--- src/rtl/crc64u_pkg.sv ---
`timescale 1ns / 1ps
package crc64u_pkg;

	// Widths of the data path
	localparam int CRC_W     = 64;
	localparam int BYTE_W    = 8;
	localparam int LANES     = 8;
	localparam int CNT_W     = 4;
	localparam int LANE_IDX_W = $clog2(LANES);
	localparam int CFG_IDX_W = 1;

	// Register indexes of the config port
	localparam logic [CFG_IDX_W-1:0] REG_POLY = 1'b0;
	localparam logic [CFG_IDX_W-1:0] REG_SEED = 1'b1;

	// Register reset values
	localparam logic [CRC_W-1:0] POLY_RESET = 64'hC96C_5795_D787_0F42;
	localparam logic [CRC_W-1:0] SEED_RESET = 64'h0;
	localparam logic [CRC_W-1:0] BYTE_MASK  = 64'hFF;

	// Queue depths
	localparam int MID_DEPTH = 4;
	localparam int MID_PTR_W = $clog2(MID_DEPTH);
	localparam int MID_CNT_W = $clog2(MID_DEPTH + 1);
	localparam int OUT_DEPTH = 4;
	localparam int OUT_PTR_W = $clog2(OUT_DEPTH);
	localparam int OUT_CNT_W = $clog2(OUT_DEPTH + 1) + 1;

	// One word between front and back: data-only remainder plus control
	typedef struct packed {
		logic             restart;
		logic [CNT_W-1:0] count;
		logic [CRC_W-1:0] data_rem;
	} mid_item_t;

	// Advance matrix, one column per state bit
	typedef logic [CRC_W-1:0][CRC_W-1:0] mat_t;

	// Eight reflected shift steps over one value
	function automatic logic [CRC_W-1:0] crc64u_fold8(input logic [CRC_W-1:0] v,
		input logic [CRC_W-1:0] poly);
		logic [CRC_W-1:0] r;
		r = v;
		for (int b = 0; b < BYTE_W; b++) begin
			if (r[0]) begin
				r = (r >> 1) ^ poly;
			end else begin
				r = r >> 1;
			end
		end
		return r;
	endfunction

endpackage

--- src/rtl/crc64u_queue.sv ---
`timescale 1ns / 1ps
module crc64u_queue import crc64u_pkg::*; (
	input  logic      clk,
	input  logic      arst_n,
	input  logic      wr_en,
	input  mid_item_t wr_item,
	output logic      full,
	input  logic      rd_en,
	output logic      rd_valid,
	output mid_item_t rd_item
);

	mid_item_t            mem_q [0:MID_DEPTH-1];
	logic [MID_PTR_W-1:0] wr_ptr_q;
	logic [MID_PTR_W-1:0] rd_ptr_q;
	logic [MID_CNT_W-1:0] cnt_q;
	logic                 do_wr;
	logic                 do_rd;

	assign full     = (cnt_q == MID_CNT_W'(MID_DEPTH));
	assign rd_valid = (cnt_q != '0);
	assign rd_item  = mem_q[rd_ptr_q];
	assign do_wr    = wr_en && !full;
	assign do_rd    = rd_en && rd_valid;

	// Pointers and fill count
	always_ff @(posedge clk or negedge arst_n) begin
		if (!arst_n) begin
			wr_ptr_q <= '0;
			rd_ptr_q <= '0;
			cnt_q    <= '0;
		end else begin
			if (do_wr) begin
				wr_ptr_q <= wr_ptr_q + MID_PTR_W'(1);
			end
			if (do_rd) begin
				rd_ptr_q <= rd_ptr_q + MID_PTR_W'(1);
			end
			if (do_wr && !do_rd) begin
				cnt_q <= cnt_q + MID_CNT_W'(1);
			end else if (do_rd && !do_wr) begin
				cnt_q <= cnt_q - MID_CNT_W'(1);
			end
		end
	end

	// Storage
	always_ff @(posedge clk) begin
		if (do_wr) begin
			mem_q[wr_ptr_q] <= wr_item;
		end
	end

endmodule

--- config.mk ---
export PLATFORM = sky130hd
export DESIGN_NAME = crc64u_queue
export DESIGN_NICKNAME = d
export VERILOG_FILES = /design/src/rtl/crc64u_pkg.sv /design/src/rtl/crc64u_queue.sv
export SDC_FILE = /design/constraint.sdc
export NUM_CORES = 1
export LEC_CHECK = 0
export BUFFER_PORTS_ARGS = -buffer_cell sky130_fd_sc_hd__buf_4
export CORE_MARGIN = 5
export CORE_UTILIZATION = 30
export DETAILED_ROUTE_END_ITERATION = 8
export SLEW_MARGIN = 20
export SYNTH_ARGS = -nofsm -noshare
export SYNTH_HDL_FRONTEND = slang
export SYNTH_SLANG_ARGS = --single-unit
--- constraint.sdc ---
create_clock -name clk -period 5.7 [get_ports clk]
set_input_delay 0.285 -clock clk [delete_from_list [all_inputs] [get_ports clk]]
set_output_delay 0.285 -clock clk [all_outputs]
set_load 0.05 [all_outputs]
Word-level counts from Yosys, hierarchy flattened
Memory sizes are Yosys's and may differ from the RTL's.
Cells that the tools add are included.
Widths: inputs -> output; s select.
- bits of input ports: 73
- word-level logic and storage cells: 22
- memories: 1
- RAM bits: 276
- bits in registers: 7
- output and inout bits: 71
- muxes and demuxes: 4
- reduce and logical (&&, ||, !) cells: 9
- $add $sub $neg: 4
- equality and inequality tests: 1
- memory list (memory ; depth ; bits a word ; read ports ; clocked after memory_dff ; write ports ; RTL line ; RTL):
    mem_q ; 4 ; 69 ; 1 ; 0 ; 1 ; crc64u_queue.sv:13 ; mid_item_t mem_q [0:MID_DEPTH-1];
- operator list (operator ; number):
    $mux 3 ; 2
    $add 2x1->2 const B ; 2
    $logic_and 1x1->1 ; 4
    $add 3x1->3 const B ; 1
    $eq 3x3->1 const B ; 1
    $logic_not 1->1 ; 3
    $reduce_bool 3->1 ; 1
    $sub 3x1->3 const B ; 1
    $mux 1 ; 2
    $reduce_bool 2->1 ; 1

Longest topological paths before layout
Gate-level depths: netlist of run 1.
- depth in word-level cells: 7
- depth in mapped cells: 9
- gate-level depth less buffers: 8

Worst setup path after synthesis of run 1
No wires, ideal clock.
- path type: register to register
- from: register cnt_q[2]
- to: memory mem_q[0][0] (netlist name) (enable)
- required time: 5.265 ns
- stages on the path, launching flop included: 5
- slack: 2.702 ns
- period minus slack after synthesis: 2.998 ns
- library setup time: 0.435 ns
- arrival time: 2.563 ns
- buffers on the path: 1
- cell sequence: dfrtp_1 > nor3b_2 > nor2b_1 > buf_2 > and2_1
- word-level cells in the longest chain between the ends: 5
- ends and longest elaborated chain (element ; RTL line ; RTL):
    start, declared ; crc64u_queue.sv:16 ; logic [MID_CNT_W-1:0] cnt_q;
    start signal, assigned ; crc64u_queue.sv:40 ; cnt_q <= cnt_q + MID_CNT_W'(1);
    start signal, assigned ; crc64u_queue.sv:42 ; cnt_q <= cnt_q - MID_CNT_W'(1);
    $eq 3x3->1 ; crc64u_queue.sv:20 ; assign full = (cnt_q == MID_CNT_W'(MID_DEPTH));
    via full ; crc64u_queue.sv:7 ; output logic full,
    $logic_not 1->1 ; crc64u_queue.sv:23 ; assign do_wr = wr_en && !full;
    $logic_and 1x1->1 ; crc64u_queue.sv:23 ;
    via do_wr ; crc64u_queue.sv:17 ; logic do_wr;
    $mux 1 ; crc64u_queue.sv:49 ; if (do_wr) begin
    $mux 1 (not written as such) ; crc64u_queue.sv:50 ; mem_q[wr_ptr_q] <= wr_item;
    end, declared ; crc64u_queue.sv:13 ;
The timed path passes the listed nets, and every way through them passes these cells.

==> qor.yml, run 1 <==
outcome: "finished clean"
cts_buffers: 28
cp_cell_sequence: "buf_4 -> mux4_2 -> buf_4"
std_cell_rows: 68
period_minus_slack_ns: 2.78
tightestPinTransition_ns: 1.09
boundaryPins: 144
port_buffers: 143
final_core_util_pct: 39.6
fin_nets: 706
final-setup-viol-count: 0
wl_per_cell_um: 18.2
critPathTopFamily: "buffers and inverters"
root_buffer: "clkbuf_16"
worstSetupPathType: "flip-flop to output port"
crit_buf_inv: 2
p_per_area_mw_per_mm2: 577
grt_first_pass_wirelength_um: 31400
irDropWorstVdd_mv: 0.305
critPathMaxFanout: 24
track_usage_pct: 10.3
cts_buffer_depth: 3
syn_nets: 475
grt_pass1_vias: 5440
ant_nets: 0
syn_area_mm2: 0.0105
drv_cap: 0
die_area_mm2: 0.0387
synth_area_leaders: "edfxtp_1 (79%), mux4_2 (15%), dfrtp_1 (1.7%), buf_12 (1.3%), ha_1 (0.60%)"
preCtsSetupSlack_ns: 2.79
crit_path_end_kind: "output port"
grt_antenna_before_repair: 0
initialDrtViolationCount: 173
worstPathRequired_ns: 5.41
area.growth.synth_to_final_pct: 30.5
die_width_um: 197
cpPeakStageDelay_ns: 0.65
yosysUniqueCellTypes: 22
yosysWarnings: 0
skew_ns: 0.00965
via_per_inst: 4.37
period_share_pct: 48.8
htreeDepth: 1
core_area_mm2: 0.0345
grt_remaining_overflow: 0
drc: 0
netlist.area_leader.share_pct: 79.3
yosys_register_bits: 283
start_util_pct: 30.3
clock_sinks: 283
antenna_cells: 0
setup_slack_ns: 2.92
postCtsSetupBuffers: 0
fillerInstances: 3071
hold_viol_final: 0
power_leakage_uw: 0.00465
tns_ns: 0
hpwl_um: 11700
clock.fmax_mhz: 360
synth_top_cell_by_area: "edfxtp_1"
slew_viol_final: 0
rsz0062_at_grt: "false"
crit_slowest_cell: "dfrtp_4"
clk_pin_slew_ns: 0.06
grt_max_degree: 71
place_congestion: 0.690
drive_above_1_share_pct: 40.4
firstDrtPassIters: 4
wirelength_um: 20000
vias: 4826
avgSynthCellArea_um2: 26.4
cts_tree: "yes"
die_h_um: 197
path_common_cell: "buf_4"
syn-instance-count: 396
clk_latency_ns: 0.53
slew_headroom_pct: 27.4
synth-seq-area-share_pct: 81.0
worst-endpoint-arrival_ns: 2.50
worst_setup_path_start_kind: "flip-flop"
hp-class: "input pin to flip-flop"
[cells by family after synthesis]
logic type	after synthesis	share of synthesized area [%]
buffers and inverters	20	1.98
flip-flops	283	81.0
AND/OR/NAND/NOR	10	0.598
XOR/XNOR	6	0.503
multiplexers	71	15.2
adder cells (fa/ha/maj)	6	0.790
[per-stage QoR]
stage / total power [µW] / std cells / area, µm² / hold WS [ns]
after floorplan: 5270 / 396 / 10500 / -0.0106
after CTS: 7970 / 1100 / 13600 / 0.0162
after global placement: 6010 / 978 / 11900 / 0.101
after detailed placement: 6080 / 978 / 11900 / 0.105
after global routing: 8210 / 1104 / 13600 / 0.0435
final: 7860 / 1104 / 13600 / 0.0488
[path summary, 6_finish.rpt]
kind	end	slack (ns)	start	depth (start not counted)
min in group asynchronous	rd_ptr_q[1]	0.11	arst_n	2
max in group asynchronous	rd_ptr_q[0]	5.45	arst_n	2
setup reg to reg	mem_q[2][60]	3.24	cnt_q[2]	3
hold reg to reg	cnt_q[2]	0.49	cnt_q[2]	1
setup / recovery	rd_item[65]	2.92	rd_ptr_q[0]	3
hold / removal	rd_ptr_q[1]	0.05	rd_en	3
[cells in the final DEF (no fill, tap or decap), types with 3 or more instances in the layout]
cell type        n
dfrtp_1          5
clkbuf_1         6
xnor2_1          4
ha_1             5
buf_4          144
inv_1            3
edfxtp_1       276
dlygate4sd3_1   70
clkinv_1         9
clkbuf_16       29
mux4_2          68
buf_12           3
and2_4           4
bufinv_16        4
clkinv_2         3
[layer usage]
metal  up-vias  share of wire (%)  track usage (%)
li1       2158                  -                -
met1      2493                 42             13.1
met2       140                 50             18.1
met3        35                5.6             2.10
met4         0                2.0             2.44
met5         -                  0                0
[tightest hold or removal path: cells and delay by family]
family	cells	cell delay, ns
buf+inv	1	0.11
simple gates	1	0.08
xor+xnor	1	0.06
[report_power, final]
part	switching (µW)	internal (µW)	leakage, µW
sequential	241	2760	0.00261
clock	728	1100	0.000451
combinational	1930	1110	0.00159
total	2900	4970	0.00465
[cell type report]
| type | instances | area [µm²] | share of cell area, % |
|---|---|---|---|
| inverter | 3 | 11.3 | 0.0826 |
| tap | 455 | 569 | 4.17 |
| multi-input combinational | 93 | 1790 | 13.1 |
| clock buffer | 35 | 748 | 5.49 |
| sequential | 283 | 8470 | 62.1 |
| clock inverter | 17 | 178 | 1.30 |
| timing repair buffer | 218 | 1870 | 13.7 |
[registers in the layout, indices dropped and copies added (netlist names)]
name,count
cnt_q,3
mem_q,276
wr_ptr_q,2
rd_ptr_q,2
[synthesized netlist by cell type]
cell      instances
fa_1              1
mux2_4            1
xor2_1            2
edfxtp_1        276
nand3_1           1
and2_1            4
dfrtp_1           7
ha_1              5
nor2_1            1
nor2b_1           1
buf_6             1
or3_1             1
xnor2_1           4
buf_12            7
clkbuf_1          1
mux4_1            1
nand2_1           1
mux4_2           68
nor3b_2           1
mux2_2            1
buf_2             8
inv_1             3
[what timing repair did]
action                    4_1_cts  5_1_grt
resized for setup               0        0
hold buffers                   70        0
hold endpoints to repair      283        0
No activity file was read; power rests on OpenSTA's default activity.
==> inputs of run 2 (changes only) <==
==> constraint.sdc (replaced) <==
create_clock -name clk -period 2.9 [get_ports clk]
set_input_delay 0.145 -clock clk [delete_from_list [all_inputs] [get_ports clk]]
set_output_delay 0.145 -clock clk [all_outputs]
set_load 0.05 [all_outputs]
==> qor.yml, run 2 (synthesis gave the netlist of run 1 again) <==
cpPeakStageDelay_ns: 0.78
initialDrtViolationCount: 134
wirelength_um: 21400
power_leakage_uw: 0.00471
critPathMaxFanout: 27
design_area_mm2: 0.0138
hp-class: "input pin to flip-flop"
vias: 4879
grt_pass1_vias: 5488
drv_cap: 0
grt_max_degree: 43
combPwrFrac_pct: 39.3
grt_first_pass_wirelength_um: 32600
track_usage_pct: 10.9
p_sw_uw: 5800
r2r_start: "cnt_q[2]"
cts_buffers: 29
wl_per_cell_um: 19.1
clk_latency_ns: 0.53
clock_sinks: 283
clk_pin_slew_ns: 0.06
worst_hold_path.endpoint: "wr_ptr_q[0]"
final-setup-viol-count: 0
wl_met2_um: 11200
p_per_area_mw_per_mm2: 1130
met3_length_um: 1050
cts_tree: "yes"
final_common_cell: "edfxtp_1"
crit_slowest_cell: "dfrtp_4"
htreeDepth: 1
dpl_cell_area_mm2: 0.0121
wl_met1_um: 8630
ff2ff_setup_slack_ns: 0.57
cp_cell_sequence: "buf_12 -> mux4_2 -> buf_4"
die_h_um: 197
period_minus_slack_ns: 2.58
clock.fmax_mhz: 388
p_int_uw: 9820
clkPwrFrac_pct: 23.3
grt_remaining_overflow: 0
firstDrtPassIters: 5
ant_nets: 0
boundaryPins: 144
drive_above_1_share_pct: 41.8
cts_resized: 0
slew_headroom_pct: 53.9
die_area_mm2: 0.0387
preCtsSetupSlack_ns: 0.542
power_uw: 15600
start_util_pct: 30.3
top_regs: "mem_q: 276 flops, cnt_q: 3 flops"
rsz0062_at_grt: "false"
irDropWorstVdd_mv: 0.712
hpwl_um: 13400
grt_antenna_before_repair: 2
postCtsSetupBuffers: 0
crit_path_end_kind: "output port"
hold_start: "wr_en"
die_width_um: 197
fin_nets: 718
slew_viol_final: 0
core_area_mm2: 0.0345
worst_setup_path_start_kind: "flip-flop"
pwr-share-seq_pct: 37.4
outcome: "finished clean"
sw_frac_of_total_pct: 37.1
port_buffers: 143
period_share_pct: 89.0
r2r_end: "cnt_q[2]"
hold_buffers: 72
root_buffer: "clkbuf_16"
cts_buffer_depth: 3
most-common-layout-cells: "edfxtp_1 (276), buf_4 (151), dlygate4sd3_1 (72), mux4_2 (68), clkbuf_16 (29)"
worstSetupPathType: "flip-flop to output port"
hold-path-cell-count: 3
worstPathRequired_ns: 2.76
tns_ns: 0
drc: 0
tightestPinTransition_ns: 0.692
regMostFlops: "mem_q"
largest_reg_flops: 276
place_congestion: 0.724
setup_slack_ns: 0.320
std_cell_rows: 68
top_layer_used: "met5"
worst-endpoint-arrival_ns: 2.43
fillerInstances: 3039
hold_viol_final: 0
via_per_inst: 4.37
r2r.worst_path.cells: 8
skew_ns: 0.00806
holdWs_ns: 0.131
area.growth.synth_to_final_pct: 31.7
## run 2: changes by cell type in the layout (fill, tap and decap cells not counted), sizes merged
cell	delta
buf	+9
bufinv	-1
clkbuf	+4
clkinv	-5
clkinvlp	+3
diode	+1
dlygate4sd3	+2
## run 2: critical path, delay by kind of cell, from the launching register on
family / cells / cell delay [ns]
buf+inv: 2 / 0.53
flops: 1 / 0.78
mux: 1 / 0.55
## run 2: through the flow
step / cells / util (%)
floorplan: 396 / -
global placement: 991 / 35.1
detailed placement: 991 / 35.1
CTS: 1116 / 39.9
global route: 1117 / 39.9
finish: 1117 / 39.9
## run 2: worst max path at each step
stage / startpoint / endpoint / slack (ns) / cells after the start
after floorplan: cnt_q[0] / cnt_q[1] / 0.45 / 7
after global placement: cnt_q[2] / cnt_q[2] / 0.69 / 8
after detailed placement: cnt_q[2] / mem_q[1][60] / 0.54 / 4
after CTS: rd_ptr_q[0] / rd_item[26] / 0.20 / 3
after global routing: rd_ptr_q[0] / rd_item[26] / 0.15 / 3
final: rd_ptr_q[0] / rd_item[18] / 0.32 / 3
## run 2: cell type report
| class | instances | area (µm²) | share of cell area, % |
|---|---|---|---|
| sequential | 283 | 8470 | 61.6 |
| timing repair buffer | 229 | 1970 | 14.3 |
| multi-input combinational | 93 | 1790 | 13.0 |
| clock buffer | 39 | 793 | 5.76 |
| tap | 455 | 569 | 4.14 |
| clock inverter | 14 | 148 | 1.07 |
| inverter | 3 | 11.3 | 0.0818 |
| antenna | 1 | 2.50 | 0.0182 |
## run 2: power by group through the flow
| stage | Sequential [µW] | Clock (µW) | Combinational [µW] |
|---|---|---|---|
| 5_1_grt | 5940 | 3930 | 6460 |
| 2_1_floorplan | 5630 | 0 | 4690 |
| 3_5_place_dp | 5960 | 0 | 6200 |
| 4_1_cts | 5890 | 3770 | 6290 |
| 6_report | 5840 | 3640 | 6140 |
| 3_3_place_gp | 5890 | 0 | 6130 |
## run 2: metal layers
layer / GRT usage, % / vias to the layer above
li1: - / 2190
met1: 13.6 / 2533
met2: 19.6 / 123
met3: 2.21 / 31
met4: 2.31 / 2
met5: 0 / -
==> inputs of run 3 (changes only) <==
--- a/config.mk
+++ b/config.mk
@@ -9,7 +9,8 @@
 export CORE_MARGIN = 5
 export CORE_UTILIZATION = 30
 export DETAILED_ROUTE_END_ITERATION = 8
-export SLEW_MARGIN = 20
+export RECOVER_POWER = 50
+export SLEW_MARGIN = 25
 export SYNTH_ARGS = -nofsm -noshare
 export SYNTH_HDL_FRONTEND = slang
 export SYNTH_SLANG_ARGS = --single-unit
==> qor.yml, run 3 (synthesis gave the netlist of run 1 again) <==
tns_ns: 0
vias: 4891
tightestPinTransition_ns: 0.697
design_area_mm2: 0.0135
cts_tree: "yes"
firstDrtPassIters: 4
clock.fmax_mhz: 388
grt_remaining_overflow: 0
r2r.worst_path.cells: 8
cpPeakStageDelay_ns: 0.78
p_per_area_mw_per_mm2: 1150
irDropWorstVdd_mv: 0.712
drive_above_1_share_pct: 30.9
slew_headroom_pct: 53.6
root_buffer: "clkbuf_16"
start_util_pct: 30.3
worstSetupPathType: "flip-flop to output port"
final-setup-viol-count: 0
via_per_inst: 4.38
crit_path_end: "rd_item[18]"
wl_per_cell_um: 19.2
htreeDepth: 1
startpoint: "rd_ptr_q[0]"
core_area_mm2: 0.0345
place_congestion: 0.724
rsz0062_at_grt: "false"
die_h_um: 197
clock_sinks: 283
die_area_mm2: 0.0387
area.growth.synth_to_final_pct: 29.0
regMostFlops: "mem_q"
r2r_start: "cnt_q[2]"
worst_setup_path_start_kind: "flip-flop"
die_width_um: 197
grt_antenna_before_repair: 2
skew_ns: 0.00809
std_cell_rows: 68
grt_max_degree: 43
port_buffers: 143
most-common-layout-cells: "edfxtp_1 (276), buf_4 (79), clkbuf_1 (78), dlygate4sd3_1 (72), mux4_2 (68)"
critPathMaxFanout: 27
period_share_pct: 88.9
power_leakage_uw: 0.00444
crit_path_end_kind: "output port"
cp_cell_sequence: "buf_12 -> mux4_2 -> buf_4"
hpwl_um: 13400
ff2ff_setup_slack_ns: 0.60
cts_buffers: 29
hold_viol_final: 0
cts_buffer_depth: 3
worstPathRequired_ns: 2.76
final_common_cell: "edfxtp_1"
grt_pass1_vias: 5488
worst-endpoint-arrival_ns: 2.43
clk_pin_slew_ns: 0.06
r2r_end: "cnt_q[2]"
clk_latency_ns: 0.53
crit_slowest_cell: "dfrtp_4"
boundaryPins: 144
grt_first_pass_wirelength_um: 32600
period_minus_slack_ns: 2.58
initialDrtViolationCount: 122
track_usage_pct: 10.9
ant_nets: 0
top_regs: "mem_q: 276 flops, cnt_q: 3 flops"
slew_viol_final: 0
dpl_cell_area_mm2: 0.0121
drc: 0
largest_reg_flops: 276
fin_nets: 718
wirelength_um: 21400
hp-class: "input pin to flip-flop"
outcome: "finished clean"
drv_cap: 0
==> run 3: cell types whose count changed in the layout (fill, tap and decap cells not counted), sizes merged <==
cell	before	now
buf	157	85
clkbuf	39	111
==> run 3: worst min-delay path by stage <==
stage	from	to	cells after the start
global placement	arst_n	rd_ptr_q[0]	1
finish	wr_en	wr_ptr_q[0]	3
global route	wr_en	wr_ptr_q[0]	3
floorplan	arst_n	cnt_q[0]	0
detailed placement	arst_n	cnt_q[1]	1
CTS	wr_en	wr_ptr_q[0]	3
==> run 3: per-stage QoR <==
| step | hold slack [ns] | setup slack, ns | total power (µW) | util [%] | std cells |
|---|---|---|---|---|---|
| finish | 0.123 | 0.321 | 15600 | 39.1 | 1117 |
| global route | 0.109 | 0.145 | 16300 | 39.1 | 1117 |
| CTS | 0.0945 | 0.199 | 16000 | 39.9 | 1116 |
| detailed placement | -0.0348 | 0.542 | 12200 | 35.1 | 991 |
| global placement | -0.0398 | 0.688 | 12000 | 35.1 | 991 |
| floorplan | -0.151 | 0.448 | 10300 | - | 396 |
==> run 3: routing by layer <==
layer | wire length (µm) | part of all wire [%] | global-route usage (%) | up-vias
li1 | - | - | - | 2194
met5 | 13 | 0.061 | 0 | -
met4 | 479 | 2.2 | 2.31 | 2
met1 | 8630 | 40 | 13.6 | 2534
met2 | 11200 | 52 | 19.6 | 130
met3 | 1100 | 5.1 | 2.21 | 31
==> run 3: power by group <==
group | internal, µW | switching, µW | total, µW
clock network | 2170 | 1460 | 3630
registers | 5410 | 431 | 5840
logic | 2180 | 3900 | 6080
==> run 3: area by class of cell <==
type	count	area (µm²)
antenna	1	2.50
multi-input combinational	93	1780
tap	455	569
clock buffer	39	793
clock inverter	14	148
inverter	3	11.3
fill	3109	21000
timing repair buffer	229	1710
sequential	283	8470
==> run 3: repair_timing <==
| action | 4_1_cts | 5_1_grt |
|---|---|---|
| hold endpoints to repair | 285 | 0 |
| hold buffers | 72 | 0 |
| resized for setup | 0 | 0 |
| setup buffers | 0 | 0 |
==> run 3: worst max-delay path: cells and delay by family, from the launching register on <==
family,cells,cell delay (ns)
buffers and inverters,2,0.53
DFF,1,0.78
muxes,1,0.55
